## src/sv/three_channel_stopwatch_top_assert.svh

```systemverilog
// Assertion macros for the stopwatch block.
// Both take a label, a clock, a reset, an antecedent and a consequent.
`ifndef THREE_CHANNEL_STOPWATCH_TOP_ASSERT_SVH
`define THREE_CHANNEL_STOPWATCH_TOP_ASSERT_SVH

`ifndef SYNTHESIS

// consequent holds in the same cycle as the antecedent
`define TCS_ASSERT_IMPL(lbl, clk, rst, ante, cons) \
   lbl: assert property (@(posedge clk) disable iff (rst) (ante) |-> (cons)) \
      else $error("%m: assertion failed");

// consequent holds in the cycle after the antecedent
`define TCS_ASSERT_NEXT(lbl, clk, rst, ante, cons) \
   lbl: assert property (@(posedge clk) disable iff (rst) (ante) |=> (cons)) \
      else $error("%m: assertion failed");

`else

`define TCS_ASSERT_IMPL(lbl, clk, rst, ante, cons)
`define TCS_ASSERT_NEXT(lbl, clk, rst, ante, cons)

`endif

`endif

```

## src/sv/tcs_pkg.sv

```systemverilog
`default_nettype none

package tcs_pkg;

   // timer counts in milliseconds
   localparam int unsigned MS_W = 23;
   localparam logic [MS_W-1:0] MS_MAX = 23'd8388607;
   // 99:59.99 in milliseconds
   localparam logic [MS_W-1:0] SHOW_MAX = 23'd5999999;

   // long press register
   localparam int unsigned LPT_W = 16;
   localparam logic [LPT_W-1:0] LPT_RESET = 16'd1000;

   localparam int unsigned TIMER_COUNT_DEF = 3;

   // display fields
   localparam int unsigned MIN_W = 7;
   localparam int unsigned SEC_W = 6;
   localparam int unsigned CENTI_W = 7;

   // quotients of the clipped total: by 10, by 1000, by 60000
   localparam int unsigned Q10_W = 20;
   localparam int unsigned Q1000_W = 13;
   localparam int unsigned Q60000_W = 7;

   // reciprocal multipliers, exact for any total below 2^MS_W
   localparam int unsigned RECIP_W = 24;
   localparam int unsigned PROD_W = MS_W + RECIP_W;
   localparam logic [RECIP_W-1:0] RECIP_10 = 24'd13421773;
   localparam int unsigned SHIFT_10 = 27;
   localparam logic [RECIP_W-1:0] RECIP_1000 = 24'd8589935;
   localparam int unsigned SHIFT_1000 = 33;
   localparam logic [RECIP_W-1:0] RECIP_60000 = 24'd9162597;
   localparam int unsigned SHIFT_60000 = 39;

   localparam int unsigned CENTI_PER_SEC = 100;
   localparam int unsigned SEC_PER_MIN = 60;

endpackage

`default_nettype wire

```

## src/sv/tcs_conv.sv

```systemverilog
`default_nettype none

// Turns a clipped millisecond total into minutes, seconds and hundredths
// over two register stages, and flags a change of the shown value.
module tcs_conv #(
   parameter int unsigned TAG_W = 5
) (
   input  wire logic                        clock,
   input  wire logic                        reset,
   input  wire logic                        in_valid,
   output logic                             in_ready,
   input  wire logic [tcs_pkg::MS_W-1:0]    in_total,
   input  wire logic [TAG_W-1:0]            in_tag,
   output logic                             out_valid,
   input  wire logic                        out_ready,
   output logic [tcs_pkg::MIN_W-1:0]        out_minutes,
   output logic [tcs_pkg::SEC_W-1:0]        out_seconds,
   output logic [tcs_pkg::CENTI_W-1:0]      out_centiseconds,
   output logic [TAG_W-1:0]                 out_tag,
   output logic                             out_changed
);
   import tcs_pkg::*;

   `include "three_channel_stopwatch_top_assert.svh"

   logic                  s2_valid_ff;
   logic                  s2_ready;
   logic                  s2_load;
   logic                  s3_valid_ff;
   logic                  s3_ready;
   logic                  s3_load;
   logic [PROD_W-1:0]     p10;
   logic [PROD_W-1:0]     p1000;
   logic [PROD_W-1:0]     p60000;
   logic [Q10_W-1:0]      q10_ff;
   logic [Q1000_W-1:0]    q1000_ff;
   logic [Q60000_W-1:0]   q60000_ff;
   logic [TAG_W-1:0]      tag2_ff;
   logic [Q10_W-1:0]      cs_wide;
   logic [Q1000_W-1:0]    sec_wide;
   logic                  changed_in;
   logic [Q10_W-1:0]      last_q10_ff;
   logic                  shown_valid_ff;
   logic [MIN_W-1:0]      minutes_ff;
   logic [SEC_W-1:0]      seconds_ff;
   logic [CENTI_W-1:0]    centi_ff;
   logic [TAG_W-1:0]      tag3_ff;
   logic                  changed_ff;

   // stage handshake: a stage takes a beat when it is empty or drains
   assign s3_ready = !s3_valid_ff || out_ready;
   assign s2_ready = !s2_valid_ff || s3_ready;
   assign in_ready = s2_ready;
   assign s2_load  = in_valid && s2_ready;
   assign s3_load  = s2_valid_ff && s3_ready;

   // reciprocal multiplies, one per quotient
   assign p10    = PROD_W'(in_total) * PROD_W'(RECIP_10);
   assign p1000  = PROD_W'(in_total) * PROD_W'(RECIP_1000);
   assign p60000 = PROD_W'(in_total) * PROD_W'(RECIP_60000);

   // split the quotients into digits of the display
   assign cs_wide  = q10_ff - (Q10_W'(q1000_ff) * Q10_W'(CENTI_PER_SEC));
   assign sec_wide = q1000_ff - (Q1000_W'(q60000_ff) * Q1000_W'(SEC_PER_MIN));
   assign changed_in = !shown_valid_ff || (q10_ff != last_q10_ff);

   // valid bits and last shown value
   always_ff @(posedge clock) begin
      if (reset) begin
         s2_valid_ff    <= 1'b0;
         s3_valid_ff    <= 1'b0;
         shown_valid_ff <= 1'b0;
         last_q10_ff    <= '0;
      end else begin
         if (s2_ready) begin
            s2_valid_ff <= in_valid;
         end
         if (s3_ready) begin
            s3_valid_ff <= s2_valid_ff;
         end
         if (s3_load) begin
            shown_valid_ff <= 1'b1;
            last_q10_ff    <= q10_ff;
         end
      end
   end

   // payload: hold while the next stage is stalled
   always_ff @(posedge clock) begin
      if (s2_load) begin
         q10_ff    <= p10[SHIFT_10 +: Q10_W];
         q1000_ff  <= p1000[SHIFT_1000 +: Q1000_W];
         q60000_ff <= p60000[SHIFT_60000 +: Q60000_W];
         tag2_ff   <= in_tag;
      end
      if (s3_load) begin
         minutes_ff <= q60000_ff;
         seconds_ff <= sec_wide[SEC_W-1:0];
         centi_ff   <= cs_wide[CENTI_W-1:0];
         tag3_ff    <= tag2_ff;
         changed_ff <= changed_in;
      end
   end

   assign out_valid        = s3_valid_ff;
   assign out_minutes      = minutes_ff;
   assign out_seconds      = seconds_ff;
   assign out_centiseconds = centi_ff;
   assign out_tag          = tag3_ff;
   assign out_changed      = changed_ff;

   `TCS_ASSERT_IMPL(a_seconds_range, clock, reset, s3_valid_ff, seconds_ff < 6'd60)
   `TCS_ASSERT_IMPL(a_centi_range, clock, reset, s3_valid_ff, centi_ff < 7'd100)
   `TCS_ASSERT_IMPL(a_minutes_range, clock, reset, s3_valid_ff, minutes_ff < 7'd100)
   `TCS_ASSERT_NEXT(a_first_changed, clock, reset, s3_load && !shown_valid_ff, changed_ff)

endmodule

`default_nettype wire

```

## src/sv/three_channel_stopwatch_top.sv

```systemverilog
`default_nettype none

// Channel  Direction  Handshake                 Payload
// req      in         req_valid / req_ready     start, stop and mode levels
// rsp      out        rsp_valid / rsp_ready     shown time, LEDs, selection, change flag
// csr      in         csr_wr_en                 long press length in ticks
//
// One beat is taken per cycle while rsp is not stalled: the beat lands in the
// state register stage, then moves through the reciprocal multiplier stage
// and the digit split stage.
// Reset clears every timer, selects timer zero with its LED lit and loads a
// long press of 1000 ticks; the first result always flags a change.
// A stalled rsp holds each stage; a stage takes a new beat once the next drains.
module three_channel_stopwatch_top #(
   parameter int unsigned TIMER_COUNT = tcs_pkg::TIMER_COUNT_DEF,
   localparam int unsigned SEL_W = (TIMER_COUNT > 1) ? $clog2(TIMER_COUNT) : 1
) (
   input  wire logic                          clock,
   input  wire logic                          reset,
   input  wire logic                          req_valid,
   output logic                               req_ready,
   input  wire logic                          req_start_level,
   input  wire logic                          req_stop_level,
   input  wire logic                          req_mode_level,
   output logic                               rsp_valid,
   input  wire logic                          rsp_ready,
   output logic [tcs_pkg::MIN_W-1:0]          rsp_minutes,
   output logic [tcs_pkg::SEC_W-1:0]          rsp_seconds,
   output logic [tcs_pkg::CENTI_W-1:0]        rsp_centiseconds,
   output logic [TIMER_COUNT-1:0]             rsp_led_mask,
   output logic [SEL_W-1:0]                   rsp_selected,
   output logic                               rsp_display_changed,
   input  wire logic                          csr_wr_en,
   input  wire logic [tcs_pkg::LPT_W-1:0]     csr_wr_data
);
   import tcs_pkg::*;

   `include "three_channel_stopwatch_top_assert.svh"

   localparam int unsigned TAG_W = TIMER_COUNT + SEL_W;

   logic                    accept;
   logic [LPT_W-1:0]        lpt_ff;
   logic [SEL_W-1:0]        sel_ff;
   logic [SEL_W-1:0]        sel_in;
   logic                    mode_prev_ff;
   logic                    stop_prev_ff;
   logic                    hold_active_ff;
   logic                    hold_active_in;
   logic [LPT_W-1:0]        hold_count_ff;
   logic [LPT_W-1:0]        hold_count_in;
   logic [TIMER_COUNT-1:0]  running_ff;
   logic [TIMER_COUNT-1:0]  running_in;
   logic [MS_W-1:0]         run_ff [TIMER_COUNT];
   logic [MS_W-1:0]         run_in [TIMER_COUNT];
   logic [MS_W-1:0]         committed_ff [TIMER_COUNT];
   logic [MS_W-1:0]         committed_in [TIMER_COUNT];
   logic [TIMER_COUNT-1:0]  leds_ff;
   logic [TIMER_COUNT-1:0]  leds_in;
   logic                    fire;
   logic                    stop_hit;
   logic                    live_sel;
   logic [MS_W:0]           sum;
   logic [MS_W-1:0]         sum_sat;
   logic [MS_W:0]           total_raw;
   logic [MS_W-1:0]         total_in;
   logic                    s1_valid_ff;
   logic                    s1_ready;
   logic [MS_W-1:0]         total_ff;
   logic [TAG_W-1:0]        tag1_ff;
   logic                    conv_ready;
   logic [TAG_W-1:0]        out_tag;

   assign s1_ready  = !s1_valid_ff || conv_ready;
   assign req_ready = s1_ready;
   assign accept    = req_valid && s1_ready;

   // next state for one tick, in the order: run, mode, hold, stop, display
   always_comb begin
      running_in     = running_ff;
      leds_in        = leds_ff;
      sel_in         = sel_ff;
      hold_active_in = hold_active_ff;
      hold_count_in  = hold_count_ff;
      for (int i = 0; i < TIMER_COUNT; i++) begin
         committed_in[i] = committed_ff[i];
         run_in[i]       = run_ff[i];
         if (running_ff[i] && (run_ff[i] != MS_MAX)) begin
            run_in[i] = run_ff[i] + 1'b1;
         end
      end

      // advance the selection on a mode edge
      if (req_mode_level && !mode_prev_ff) begin
         sel_in  = (sel_ff == SEL_W'(TIMER_COUNT - 1)) ? '0 : sel_ff + 1'b1;
         leds_in = TIMER_COUNT'(1) << sel_in;
      end

      // track the start hold
      if (req_start_level && !hold_active_ff) begin
         hold_active_in = 1'b1;
         hold_count_in  = '0;
      end else if (req_start_level) begin
         if (hold_count_ff != '1) begin
            hold_count_in = hold_count_ff + 1'b1;
         end
      end else begin
         hold_active_in = 1'b0;
         hold_count_in  = '0;
      end
      fire = hold_active_in && (hold_count_in >= lpt_ff);
      if (fire) begin
         for (int i = 0; i < TIMER_COUNT; i++) begin
            running_in[i] = 1'b1;
            run_in[i]     = '0;
         end
         leds_in        = '1;
         hold_active_in = 1'b0;
         hold_count_in  = '0;
      end

      // commit and halt the selected timer on a stop edge
      live_sel = running_in[sel_in];
      sum      = {1'b0, committed_ff[sel_in]} + {1'b0, run_in[sel_in]};
      sum_sat  = (sum > {1'b0, MS_MAX}) ? MS_MAX : sum[MS_W-1:0];
      stop_hit = req_stop_level && !stop_prev_ff && live_sel;
      if (stop_hit) begin
         committed_in[sel_in] = sum_sat;
         run_in[sel_in]       = '0;
         running_in[sel_in]   = 1'b0;
      end

      // shown total, clipped to the display range
      total_raw = live_sel ? sum : {1'b0, committed_ff[sel_in]};
      total_in  = (total_raw > {1'b0, SHOW_MAX}) ? SHOW_MAX : total_raw[MS_W-1:0];
   end

   // control and timer state
   always_ff @(posedge clock) begin
      if (reset) begin
         lpt_ff         <= LPT_RESET;
         sel_ff         <= '0;
         mode_prev_ff   <= 1'b0;
         stop_prev_ff   <= 1'b0;
         hold_active_ff <= 1'b0;
         hold_count_ff  <= '0;
         running_ff     <= '0;
         leds_ff        <= TIMER_COUNT'(1);
         s1_valid_ff    <= 1'b0;
         for (int i = 0; i < TIMER_COUNT; i++) begin
            run_ff[i]       <= '0;
            committed_ff[i] <= '0;
         end
      end else begin
         if (csr_wr_en) begin
            lpt_ff <= csr_wr_data;
         end
         if (s1_ready) begin
            s1_valid_ff <= req_valid;
         end
         if (accept) begin
            sel_ff         <= sel_in;
            mode_prev_ff   <= req_mode_level;
            stop_prev_ff   <= req_stop_level;
            hold_active_ff <= hold_active_in;
            hold_count_ff  <= hold_count_in;
            running_ff     <= running_in;
            leds_ff        <= leds_in;
            for (int i = 0; i < TIMER_COUNT; i++) begin
               run_ff[i]       <= run_in[i];
               committed_ff[i] <= committed_in[i];
            end
         end
      end
   end

   // beat payload into the first stage
   always_ff @(posedge clock) begin
      if (accept) begin
         total_ff <= total_in;
         tag1_ff  <= {leds_in, sel_in};
      end
   end

   tcs_conv #(
      .TAG_W (TAG_W)
   ) u_conv (
      .clock            (clock),
      .reset            (reset),
      .in_valid         (s1_valid_ff),
      .in_ready         (conv_ready),
      .in_total         (total_ff),
      .in_tag           (tag1_ff),
      .out_valid        (rsp_valid),
      .out_ready        (rsp_ready),
      .out_minutes      (rsp_minutes),
      .out_seconds      (rsp_seconds),
      .out_centiseconds (rsp_centiseconds),
      .out_tag          (out_tag),
      .out_changed      (rsp_display_changed)
   );

   assign rsp_led_mask = out_tag[TAG_W-1:SEL_W];
   assign rsp_selected = out_tag[SEL_W-1:0];

   `TCS_ASSERT_IMPL(a_sel_range, clock, reset, 1'b1, sel_ff <= SEL_W'(TIMER_COUNT - 1))
   `TCS_ASSERT_NEXT(a_fire_lights_all, clock, reset, accept && fire, (&leds_ff) && !hold_active_ff)
   `TCS_ASSERT_IMPL(a_count_needs_hold, clock, reset, hold_count_ff != '0, hold_active_ff)
   `TCS_ASSERT_IMPL(a_total_clipped, clock, reset, s1_valid_ff, total_ff <= SHOW_MAX)

endmodule

`default_nettype wire

```

## config.mk

```make
export PLATFORM = sky130hd
export DESIGN_NAME = three_channel_stopwatch_top
export DESIGN_NICKNAME = d
export VERILOG_FILES = /design/src/sv/tcs_pkg.sv /design/src/sv/tcs_conv.sv /design/src/sv/three_channel_stopwatch_top.sv
export VERILOG_INCLUDE_DIRS = /design/src /design/src/sv
export SDC_FILE = /design/constraint.sdc
export NUM_CORES = 2
export LEC_CHECK = 0
export BUFFER_PORTS_ARGS = -buffer_cell sky130_fd_sc_hd__buf_2
export CORE_MARGIN = 1
export CORE_UTILIZATION = 50
export DETAILED_ROUTE_END_ITERATION = 8
export PLACE_DENSITY_LB_ADDON = 0.2
export SYNTH_ARGS = -nofsm -noshare
export SYNTH_HDL_FRONTEND = slang
export SYNTH_HIERARCHICAL = 1
export SYNTH_SLANG_ARGS = --single-unit
```

## constraint.sdc

```tcl
create_clock -name clock -period 10.1 [get_ports clock]
set_input_delay 2.02 -clock clock [delete_from_list [all_inputs] [get_ports clock]]
set_output_delay 2.02 -clock clock [all_outputs]
set_load 0.01 [all_outputs]
```

Yosys cells after proc, flatten, opt, wreduce, memory -nomap -nowiden --
Memories as Yosys holds them, arrays and structs flattened. Index checks and enable logic that the tools add are counted.
Word-level totals: flip-flop bits (word level) 166, RAM bits 138, input bits 24, output and inout port bits 28, word-level logic and storage cells 130, memories 2
Operators by class: $add $sub $neg 8, $mul 5, magnitude comparators 7, equality and inequality tests 6, shift-type cells 1, multiplexer cells 42, bitwise gates (word level) 11, reduce and logical (&&, ||, !) cells 24
Memory list:
- committed_ff | words 3, width 23, read ports 4, clocked after Yosys merged registers in 0, write ports 3, line three_channel_stopwatch_top.sv:56 | logic [MS_W-1:0] committed_ff [TIMER_COUNT];
- run_ff | words 3, width 23, read ports 3, clocked after Yosys merged registers in 0, write ports 3, line three_channel_stopwatch_top.sv:54 | logic [MS_W-1:0] run_ff [TIMER_COUNT];
Operator list (number):
- 23-bit two-way mux | 13
- 69-bit two-way mux | 3
- 23-bit by 24-bit multiplier with 46-bit output (second input constant) | 2
- 23-bit by 1-bit adder with 23-bit output (second input constant) | 3
- 69-bit bitwise AND | 1
- 69-bit bitwise mux | 1
- 23-bit != test (second input constant) | 3
- 69-bit inverter | 1
- 16-bit two-way mux | 4
- 24-bit by 23-bit > comparator with 1-bit output (second input constant) | 2
- 23-bit by 24-bit multiplier with 47-bit output (second input constant) | 1
- 23-bit binary-select mux with 2-bit select | 1
- 23-bit demux with 2-bit select | 1
- 23-bit by 23-bit adder with 24-bit output | 1
- 24-bit two-way mux | 1
- 20-bit != test | 1
- 16-bit by 1-bit adder with 16-bit output (second input constant) | 1
- 16-bit greater-or-equal comparator | 1
- 16-bit != test (second input constant) | 1
- 1-bit logical AND | 13
- 13-bit by 5-bit multiplier with 5-bit output (second input constant) | 1
- 3-bit two-way mux | 4
- 1-bit two-way mux | 10
- 1-bit logical NOT | 7
- 18 further kinds | 27

Longest topological paths before layout --
depth in word-level cells 16, gate-level depth with buffers 31, depth with buffers taken out 30

Hierarchy --
The synthesis kept the hierarchy.
Modules (own cells, without submodules):
- tcs_conv | times used 1, cells each 2466, area an instance 25504.5 µm², sequential area each 2382.3 µm²
- three_channel_stopwatch_top | times used 1, cells each 1396, area an instance 12904.9 µm², sequential area each 5865.6 µm²

Worst setup path after synthesis --
No wires, ideal clock.
path type input to register, start point in req_start_level, end point mem committed_ff[0][0], enable pin, library setup time 0.591 ns, arrival time 9.460 ns, required time 9.509 ns, path slack 0.048 ns, stages 12, path buffers 2, path through nand2_1 -> clkbuf_1 -> a21oi_1 -> ha_1 -> nand4_1 -> or3_1 -> a221o_1 -> a31oi_4 -> a222oi_1 -> buf_6 -> or3b_4 -> o21ai_0
RTL lines:
- from (decl) | line three_channel_stopwatch_top.sv:22 | input wire logic req_start_level,
- to (decl) | line three_channel_stopwatch_top.sv:56

Worst setup path after layout --
start point in req_start_level, end point reg total_ff[1], data pin
Between the ends: word-level cells in the longest chain between the ends 11, elaborated cells between the ends (all ways) 17, those cells by class add/sub: 1; order compare: 2; mux: 12; reduce/logical: 2
Ends and longest elaborated chain:
- 16-bit two-way mux / 1-bit logical AND (equally long branches) | line three_channel_stopwatch_top.sv:103, three_channel_stopwatch_top.sv:100
- 16-bit two-way mux | line three_channel_stopwatch_top.sv:100 | if (req_start_level && !hold_active_ff) begin
- 16-bit greater-or-equal comparator | line three_channel_stopwatch_top.sv:111 | fire = hold_active_in && (hold_count_in >= lpt_ff);
- 1-bit logical AND (*) | line three_channel_stopwatch_top.sv:111
- 69-bit two-way mux | line three_channel_stopwatch_top.sv:112 | if (fire) begin
- 23-bit binary-select mux with 2-bit select | line three_channel_stopwatch_top.sv:124 | sum = {1'b0, committed_ff[sel_in]} + {1'b0, run_in[sel_in]};
- 23-bit two-way mux (implied by the code) (2 in series) | line three_channel_stopwatch_top.sv:124
- 23-bit by 23-bit adder with 24-bit output | line three_channel_stopwatch_top.sv:124
- 24-bit two-way mux (*) | line three_channel_stopwatch_top.sv:134 | total_raw = live_sel ? sum : {1'b0, committed_ff[sel_in]};
- 24-bit by 23-bit > comparator with 1-bit output | line three_channel_stopwatch_top.sv:135 | total_in = (total_raw > {1'b0, SHOW_MAX}) ? SHOW_MAX : total_raw[MS_W-1:0];
- to (signal assigned) | line three_channel_stopwatch_top.sv:180 | total_ff <= total_in;
- to (decl) | line three_channel_stopwatch_top.sv:69 | logic [MS_W-1:0] total_ff;
Every way passes the cells marked *; elsewhere a longest branch is shown, timed or not. The select of a mux whose other input is x is not followed. A chain may end at the register's enable or synchronous reset.

==> summary.txt <==
Outcome
  • Outcome: finished clean

CTS
  • CTS sink cnt: 297
  • Clk buf depth: 3
  • Root Driver: clkbuf_16
  • Post-cts sizing count: 0
  • CTS tree: built
  • Clk_lat worst skew: approximately 550 ps
  • Hold_buf cts: 0
  • Clk slew on worst S/H paths: ~60 ps
  • Total CTS buffers: 34
  • H-tree levels: 2
  • Setup Fix Bufs, Post-CTS: 0

Synthesis
  • Mapped Area: about 38,000 um2
  • Sequential area share after synthesis: 21.5%
  • Async set-reset flop share out of synthesis: 0%
  • Netlist cell types: 93
  • Mapped Cells: 3,862
  • Top_reg_cell synth: edfxtp_1
  • Syn_nets: ~5,000
  • Number of synthesized flops with an enable pin: between 200 and 250
  • Synthesis Warnings: 6
  • Post-synthesis register bit count: ~300
  • Mean post-synth cell area: roughly 10 um2

Detailed routing
  • Pre-Repair DR Iteration Count: 6
  • Metal3 WL: around 6 mm
  • Drt total wl: between 90 and 100 mm
  • Post-route ant nets: 0
  • Wire length on met2: 46.5 mm
  • Metal-1 WL: 41.5 mm
  • Drt drc: 0
  • Vias post-DR: 26,900
  • WL per Instance: 19.8 um
  • Top sig layer: met4
  • DRT iter0 DRCs: about 1,700
  • Via/cell ratio: between 5 and 6

Place
  • Pre-CTS setup slack: around 1400 ps
  • # port buffers: 51
  • GPL Wtd Cong: approximately 0.94
  • Placed cell areas: roughly 40,000 um2
  • Dpl hpwl: roughly 81 mm

Die
  • CORE AREA: approximately 76,000 um2
  • Height of the die: between 200 and 300 um
  • IO Pins: 52
  • Full die area: 77,900 um2
  • Row count: about 100
  • Die Span X: 279 um
  • Starting density of the core: between 50% and 60%

GRT
  • GRT overflow: 0
  • Initial antenna violation count: 0
  • Total global-route track usage: 26.1%
  • First-pass GRT wire length: between 150 and 200 mm
  • Vias in the first global route: 27,800
  • Largest net degree at the start of global routing: slightly above 70

STA
  • RSZ-0062 raised after global routing: no
  • Final Critical Period: 8170 ps
  • Setup_tns: 0 ps
  • Max-slew headroom: a little over a quarter
  • Fin. Hold Viols: 0
  • Final slew viol count: 0
  • Max Clock Skew: approximately 36 ps
  • Setup ws final: around 1900 ps
  • Final period utilization: around 81%
  • Worst-Margin Slew: between 1000 and 1500 ps
  • Max Fclk: roughly 120 MHz
  • Final Setup Violations: 0

Worst hold path
  • Hold crit path type: flop to flop
  • HP Start: u_conv/tag2_ff[2]
  • Hold depth: 0
  • End of the worst hold path: u_conv/out_tag[2]

Setup path
  • Max FO, Critical Path: 25
  • Reg-to-reg startpoint: hold_count_ff[3]
  • Setup crit start: req_start_level
  • Crit end category: flop
  • R2R cell count: 26
  • CP Class: input pin to flop
  • Worst setup SP type: input pin
  • Capturing point of the worst reg2reg path: total_ff[1]
  • Crit path required time: 10,370 ps
  • Reg2Reg Setup Slack: ~2100 ps
  • Worst path arrival time: 8440 ps

Final layout
  • Antenna Diode Count: 0
  • Design area: between 40,000 and 50,000 um2
  • Nets@finish: roughly 5,000
  • Synthesis-to-layout area growth: 6.85%
  • Ratio of cells with drive above 1 in the final layout: 5.12%

Flow run
  • Maxcap violations: 0
flip-flops by register name, indices dropped and copies added (netlist names), 5 cells and up:
signal,count
committed_ff,69
run_ff,69
total_ff,23
u_conv/last_q10_ff,20
u_conv/q10_ff,20
hold_count_ff,16
lpt_ff,16
u_conv/out_centiseconds,7
u_conv/out_minutes,7
u_conv/q60000_ff,7
u_conv/out_seconds,6
u_conv/q1000_ff,6
tag1_ff,5
u_conv/out_tag,5
u_conv/tag2_ff,5
per-stage QoR:
stage	instances	utilization [%]	hold slack, ps
CTS	4959	54.0	416
floorplan	3862	-	400
detailed placement	4898	52.6	405
global placement	4898	52.6	403
finish	4959	54.0	414
global route	4959	54.0	431
worst max-delay path by stage:
stage                         end  slack [ps]  cells past startpoint
4_1_cts               total_ff[1]        1990                     21
6_report              total_ff[1]        1930                     21
3_5_place_dp          total_ff[1]        1440                     21
5_1_grt               total_ff[1]        1310                     22
2_1_floorplan  committed_ff[0][0]          50                     12
3_3_place_gp          total_ff[1]        1410                     21
cell usage after synthesis (4+ instances only):
cell / instances / share of area (%)
a31oi_1: 28 / 0.46
a21oi_1: 142 / 1.9
dfxtp_1: 67 / 3.5
a211oi_1: 86 / 1.7
nor3b_1: 7 / 0.14
xnor2_1: 102 / 2.3
o21ai_0: 74 / 0.96
nand2b_1: 8 / 0.13
inv_1: 840 / 8.2
a211o_1: 4 / 0.091
buf_2: 11 / 0.14
o21a_1: 10 / 0.20
nand2_1: 231 / 2.3
nor3_1: 44 / 0.57
or3_1: 10 / 0.16
and3_1: 36 / 0.59
a41oi_1: 4 / 0.091
and4_1: 12 / 0.27
or2_2: 14 / 0.23
nor2b_1: 15 / 0.24
ha_1: 617 / 20
o211ai_1: 20 / 0.39
inv_2: 4 / 0.039
xor2_1: 64 / 1.5
o21bai_1: 14 / 0.27
edfxtp_1: 230 / 18
a41oi_2: 4 / 0.17
nor4_1: 7 / 0.11
o31ai_1: 6 / 0.12
a21o_1: 61 / 1.2
a22o_1: 15 / 0.34
and2_1: 11 / 0.18
o21ai_1: 7 / 0.091
nand4_1: 48 / 0.78
o22ai_1: 8 / 0.13
a22oi_1: 4 / 0.078
clkbuf_1: 61 / 0.60
fa_1: 482 / 25
mux2i_1: 40 / 1.0
nand3_1: 56 / 0.73
nor2_1: 277 / 2.7
worst max-delay path: stages:
cell	delay, ps
buf_2	120
nand2_1	400
nor3_1	160
ha_1	360
nand4_1	180
or3_1	430
a221o_1	340
a31oi_4	470
buf_4	300
a21oi_1	90
ha_1	500
and4_1	280
nand3_1	100
a211o_1	290
a21oi_1	210
o22a_1	800
a31oi_1	230
a41oi_2	290
a41oi_2	60
a21oi_2	600
o211ai_1	170
cells in the final DEF, fill, tap and decap left out, types with 14 or more instances in the layout:
cell,count
edfxtp_1,230
mux2i_1,40
nand4_1,48
nand2_1,230
a21oi_1,142
and3_1,36
nor2_1,274
a31oi_1,28
xor2_1,64
xnor2_1,102
ha_1,617
a21o_1,61
dfxtp_1,67
buf_4,36
a22o_1,15
o21bai_1,14
nand3_1,56
o21ai_0,73
clkbuf_16,34
inv_1,838
nor3_1,44
nor2b_1,15
o211ai_1,20
buf_2,51
fa_1,482
a211oi_1,86
or2_2,14
layout make-up:
class | count | area [um2]
Timing Repair Buffer | 87 | 526
Sequential cell | 297 | 8250
Inverter | 845 | 3170
Fill cell | 6914 | 34900
Clock inverter | 19 | 209
Clock buffer | 42 | 911
Multi-Input combinational cell | 2639 | 26700
Tap cell | 1030 | 1290
per-layer routing:
layer  track usage (%)  vias to the layer above
met5                 0                        -
met4              10.2                        0
met1              33.5                    13100
met3              4.54                      178
li1                  -                    12900
met2              43.6                      714
cell families after synthesis:
kind of cell	synth area share, %
adder cells (fa/ha/maj)	45.2
buffers and inverters	9.17
AND/OR/NAND/NOR	9.47
AO/OA/AOI/OAI	9.70
flip-flops	21.5
XOR/XNOR	3.84
multiplexers	1.13
Power is left out: the tool's default activity adds up to more than one toggle a clock period on the data nets, which glitch-free logic cannot reach.
